**config.mk**
```make
export PLATFORM = sky130hd
export DESIGN_NAME = qphs_mod_unit
export DESIGN_NICKNAME = d
export VERILOG_FILES = /design/src/qphs_pkg.sv /design/src/qphs_mod_unit.sv
export SDC_FILE = /design/constraint.sdc
export NUM_CORES = 1
export LEC_CHECK = 0
export ABC_AREA = 1
export BUFFER_PORTS_ARGS = -buffer_cell sky130_fd_sc_hd__clkbuf_2
export CAP_MARGIN = 20
export CORE_AREA = 2 2 102 114
export CTS_BUF_LIST = sky130_fd_sc_hd__clkbuf_4 sky130_fd_sc_hd__clkbuf_8
export DETAILED_ROUTE_END_ITERATION = 10
export DIE_AREA = 0 0 104 116
export PLACE_DENSITY = 0.68
export SLEW_MARGIN = 5
export SYNTH_ARGS = -nofsm -noshare
export SYNTH_HDL_FRONTEND = slang
export SYNTH_SLANG_ARGS = --single-unit
export TNS_END_PERCENT = 100
```
**constraint.sdc**
```tcl
create_clock -name clk_i -period 11.67 [get_ports clk_i]
set_clock_uncertainty 0.1 [all_clocks]
set_input_delay 1.7505 -clock clk_i [delete_from_list [all_inputs] [get_ports clk_i]]
set_output_delay 1.7505 -clock clk_i [all_outputs]
set_load 0.005 [all_outputs]
```
**src/qphs_pkg.sv**
```systemverilog
// Shared types, codes and constants for the quadratic-probe hash set.
package qphs_pkg;

  // Default sizing
  localparam int DEF_TABLE_DEPTH = 1024;
  localparam int DEF_MAX_PROBES  = 32;

  // Fixed field widths
  localparam int CMD_W    = 2;
  localparam int KEY_W    = 31;
  localparam int STATUS_W = 3;
  localparam int SLOT_W   = 10;
  localparam int CFG_W    = 11;
  localparam int CFG_IDX_W = 1;
  localparam int MARK_W   = 2;

  // Key remainder unit: bits retired per cycle
  localparam int MOD_STEP_BITS = 4;

  // Configuration register indexes and reset values
  localparam logic [CFG_IDX_W-1:0] CFG_TABLE_SIZE = 1'd0;
  localparam logic [CFG_IDX_W-1:0] CFG_LOAD_LIMIT = 1'd1;
  localparam logic [CFG_W-1:0]     TABLE_SIZE_RST = 11'd1024;
  localparam logic [CFG_W-1:0]     LOAD_LIMIT_RST = 11'd768;

  // Commands
  localparam logic [CMD_W-1:0] CMD_ADD    = 2'd0;
  localparam logic [CMD_W-1:0] CMD_SEARCH = 2'd1;
  localparam logic [CMD_W-1:0] CMD_DELETE = 2'd2;

  // Result status codes
  localparam logic [STATUS_W-1:0] ST_INSERTED = 3'd0;
  localparam logic [STATUS_W-1:0] ST_PRESENT  = 3'd1;
  localparam logic [STATUS_W-1:0] ST_FOUND    = 3'd2;
  localparam logic [STATUS_W-1:0] ST_NOTFOUND = 3'd3;
  localparam logic [STATUS_W-1:0] ST_DELETED  = 3'd4;
  localparam logic [STATUS_W-1:0] ST_LIMIT    = 3'd5;

  // Slot marks
  localparam logic [MARK_W-1:0] MARK_EMPTY = 2'd0;
  localparam logic [MARK_W-1:0] MARK_USED  = 2'd1;
  localparam logic [MARK_W-1:0] MARK_GONE  = 2'd2;

  typedef enum logic [2:0] {
    ST_CLEAR,
    ST_IDLE,
    ST_HASH,
    ST_FIRST,
    ST_PROBE,
    ST_DONE
  } state_e;

  typedef struct packed {
    logic [CMD_W-1:0] command;
    logic [KEY_W-1:0] key;
  } cmd_t;

  typedef struct packed {
    logic [STATUS_W-1:0] status;
    logic [SLOT_W-1:0]   slot_index;
    logic                overloaded;
  } res_t;

  // Handshake between controller and remainder unit
  typedef struct packed {
    logic start;
  } mod_req_t;

  typedef struct packed {
    logic done;
  } mod_rsp_t;

endpackage

```
**src/qphs_mod_unit.sv**
```systemverilog
// Iterative key remainder: restoring division, MOD_STEP_BITS quotient bits per cycle.
module qphs_mod_unit #(
  parameter int DIVD_W = qphs_pkg::KEY_W,
  parameter int DIVS_W = qphs_pkg::CFG_W
) (
  input  logic                 clk_i,
  input  logic                 rst_ni,
  input  qphs_pkg::mod_req_t   req_i,
  input  logic [DIVD_W-1:0]    dividend_i,
  input  logic [DIVS_W-1:0]    divisor_i,
  output qphs_pkg::mod_rsp_t   rsp_o,
  output logic [DIVS_W-1:0]    rem_o
);

  localparam int SB    = qphs_pkg::MOD_STEP_BITS;
  localparam int STEPS = (DIVD_W + SB - 1) / SB;
  localparam int PAD_W = STEPS * SB;
  localparam int SCW   = (STEPS > 1) ? $clog2(STEPS) : 1;

  logic              busy_q, done_q;
  logic [SCW-1:0]    cnt_q;
  logic [PAD_W-1:0]  num_q;
  logic [DIVS_W-1:0] den_q;
  logic [DIVS_W-1:0] rem_q, rem_d;

  always_comb begin
    logic [DIVS_W:0]   r_ext;
    logic [DIVS_W-1:0] r;
    r = rem_q;
    for (int i = 0; i < SB; i++) begin
      r_ext = {r, num_q[PAD_W-1-i]};
      if (r_ext >= {1'b0, den_q}) begin
        r_ext = r_ext - {1'b0, den_q};
      end
      r = r_ext[DIVS_W-1:0];
    end
    rem_d = r;
  end

  always_ff @(posedge clk_i or negedge rst_ni) begin
    if (!rst_ni) begin
      busy_q <= 1'b0;
      done_q <= 1'b0;
      cnt_q  <= '0;
    end else begin
      done_q <= 1'b0;
      if (req_i.start) begin
        busy_q <= 1'b1;
        cnt_q  <= '0;
      end else if (busy_q) begin
        cnt_q <= cnt_q + SCW'(1);
        if (cnt_q == SCW'(STEPS - 1)) begin
          busy_q <= 1'b0;
          done_q <= 1'b1;
        end
      end
    end
  end

  always_ff @(posedge clk_i) begin
    if (req_i.start) begin
      num_q <= PAD_W'(dividend_i);
      den_q <= divisor_i;
      rem_q <= '0;
    end else if (busy_q) begin
      num_q <= num_q << SB;
      rem_q <= rem_d;
    end
  end

  assign rsp_o.done = done_q;
  assign rem_o      = rem_q;

endmodule

```
==> run_results.csv <==
group,metric,value,unit
run_status,outcome,"finished clean",
place,placed_area,5690,um^2
synth,ys_seq_area_share,30.6,%
critical_path,critPathLaunchType,"flop",
clock_network,clock_latency,0.35,ns
drt,num_vias,4918,
sta,worst_pin_slew,0.882,ns
sta,slew_headroom,41.0,%
sta,fmax,0.132,GHz
place,hpwl,10600,um
critical_path,critPathMaxStageDelay,0.38,ns
clock_network,cts_root_buf,"clkbuf_8",
drt,route.detailed.drc,0,
synth,yosysUniqueCellTypes,45,
floorplan,die_y,116,um
global_routing,overflow,0,
drt,wl_per_cell,14.2,um
synth,syn_avg_cell_area,7.17,um^2
sta,rsz0062_at_grt,"false",
critical_path,crit_path_end_kind,"flop",
sta,period_share,64.8,%
clock_network,post_cts.repair.setup_buffers,0,
sta,hold_violations,0,
floorplan,fp-row-count,40,
floorplan,die_x,104,um
cells_and_area,diodes,0,
drt,wl,13400,um
sta,setup_viol,0,
clock_network,cts_buffers,9,
global_routing,grt_pass1_vias,4676,
global_routing,grt_pass1_wl,21800,um
sta,slew_viol_final,0,
global_routing,grt.busiest_layer,"met2",
synth,synthFlopType,"edfxtp_1",
floorplan,dieArea,12100,um^2
floorplan,core-area,10800,um^2
cells_and_area,design_area,5920,um^2
synth,synthesis.area,5320,um^2
global_routing,grt_max_degree,48,
synth,synth_seq_cells,59,
sta,fin_crit,7.57,ns
cells_and_area,fillers,1052,
synth,ys.warnings.count,0,
drt,drt-initial-drc-count,440,
synth,syn_nets,836,
clock_network,htreeDepth,3,
drt,detail_route.vias_per_cell,5.22,
critical_path,critPathRequiredTime,11.81,ns
critical_path,crit_top_cell,"nand2_1",
clock_network,hold_buffers,0,
flow_run,maxCapViolations,0,
cells_and_area,syn2layout_area_growth,11.3,%
floorplan,pin_count,57,
clock_network,clock_path_buffers,2,
cells_and_area,final_nets,886,
synth,synth-async-reset-ratio,8.47,%
hold_path,hp-class,"reg2reg",
clock_network,clkTransAtPathRegs,0.07,ns
critical_path,critical_path_class,"reg2reg",
global_routing,grt_usage,22.8,%
critical_path,path_max_fanout,12,
place,port_buffers,56,
cells_and_area,drive_above_1_share,14.9,%
drt,ant_nets,0,
drt,first_pass_iters,7,
global_routing,use_met3,3.88,%
clock_network,cts.sinks,59,
global_routing,grt_antenna_before_repair,0,
clock_network,ctsResizeCount,0,
floorplan,start_util,49.2,%
sta,final.setup.tns,0,ns
synth,synthCells,741,
critical_path,crit_arrival,7.70,ns
critical_path,cp_slowest_cell,"edfxtp_1",
place,gp_congestion,0.933,
critical_path,r2r_slack,4.10,ns
synth,synth-edff-count,42,
global_routing,grt.met1_usage,28.9,%
global_routing,grt.met2_usage,38.6,%
clock_network,cts_tree,"done",
## per-stage QoR
| step | util (%) | hold slack [ns] | std cells | setup WS (ns) |
|---|---|---|---|---|
| 4_1_cts | 54.7 | 0.359 | 943 | 4.25 |
| 5_1_grt | 54.7 | 0.384 | 943 | 3.37 |
| 6_report | 54.7 | 0.355 | 943 | 4.10 |
| 2_1_floorplan | - | 0.322 | 741 | 5.44 |
| 3_5_place_dp | 52.6 | 0.343 | 927 | 4.27 |
| 3_3_place_gp | 52.6 | 0.327 | 927 | 4.46 |
## cell families (layout without fill, tap and decap cells)
| family | count (synthesis) | count (layout) | share of synthesized area (%) |
|---|---|---|---|
| xor gates and xnor gates | 31 | 31 | 5.11 |
| adders and majority gates | 50 | 50 | 12.3 |
| DFF | 59 | 59 | 30.6 |
| buffers and inverters | 134 | 189 | 10.2 |
| AOI/OAI and AO/OA | 59 | 59 | 6.59 |
| and+or+nand+nor | 408 | 408 | 35.2 |
## per-layer routing
metal | vias up | part of all wire (%) | wire length (um)
met5 | - | 0 | 0
met4 | 0 | 3.8 | 504
met3 | 39 | 6.4 | 860
met2 | 183 | 46 | 6180
met1 | 2199 | 44 | 5840
li1 | 2497 | - | -
## layout by cell type (no fill, tap or decap), drive strengths merged, types with 2 or more instances in the layout
master    n
a21boi    3
a21oi    30
a22o      2
buf       2
bufinv    2
clkbuf   68
clkinv    2
dfrtp     5
dfxtp    12
edfxtp   42
fa        4
ha       46
inv     115
nand2   278
nand3    57
nand3b    3
nand4    31
nor2     35
nor3      2
o21ai    16
o21bai    2
xnor2    15
xor2     16
## worst max-delay path, delay by kind of cell, from the launching register on
family | cells | cell delay, ns
flops | 1 | 0.38
fa+ha+maj | 4 | 1.26
buf+inv | 5 | 0.53
compound gates | 9 | 2.07
simple gates | 24 | 3.12
## layout make-up
type                            count  area, um^2  share of cell area [%]
Timing Repair Buffer               58         295                    4.99
Multi-Input combinational cell    548        3150                    53.2
Tap cell                          147         184                    3.11
Clock buffer                       12         159                    2.68
Sequential cell                    59        1630                    27.5
Inverter                          115         432                    7.29
Clock inverter                      4        72.6                    1.23
## cell usage after synthesis, types with 4 or more instances
cell | instances | area share (%)
inv_1 | 107 | 7.6
buf_2 | 6 | 0.56
dfrtp_1 | 5 | 2.4
nand4_1 | 28 | 3.3
a21oi_1 | 28 | 2.6
nor2_1 | 30 | 2.1
inv_2 | 7 | 0.49
clkbuf_1 | 6 | 0.42
edfxtp_1 | 42 | 24
nand3_2 | 5 | 0.94
nand2_1 | 258 | 18
ha_1 | 46 | 11
o21ai_0 | 15 | 1.4
xnor2_1 | 15 | 2.5
nand2_2 | 18 | 2.1
xor2_1 | 16 | 2.6
nand3_1 | 49 | 4.6
fa_1 | 4 | 1.5
dfxtp_1 | 12 | 4.5
## worst paths after layout
kind / startpoint / end / cells after the start
worst max-delay path: den_q[7] / rem_o[10] / 42
worst min-delay path: num_q[27] / num_q[31] / 2
worst max register to register: den_q[7] / rem_o[10] / 42
worst min register to register: num_q[27] / num_q[31] / 2
max in group asynchronous: rst_ni / busy_q / 1
min in group asynchronous: rst_ni / cnt_q[2] / 1
## sequential cells by signal (all words and copies together) (netlist names)
signal,cells
num_q,32
den_q,11
rem_o,11
cnt_q,3
busy_q,1
rsp_o,1
Power is not shown: default switching activity piles up to over one toggle a cycle in this logic, so the estimate is an artifact.
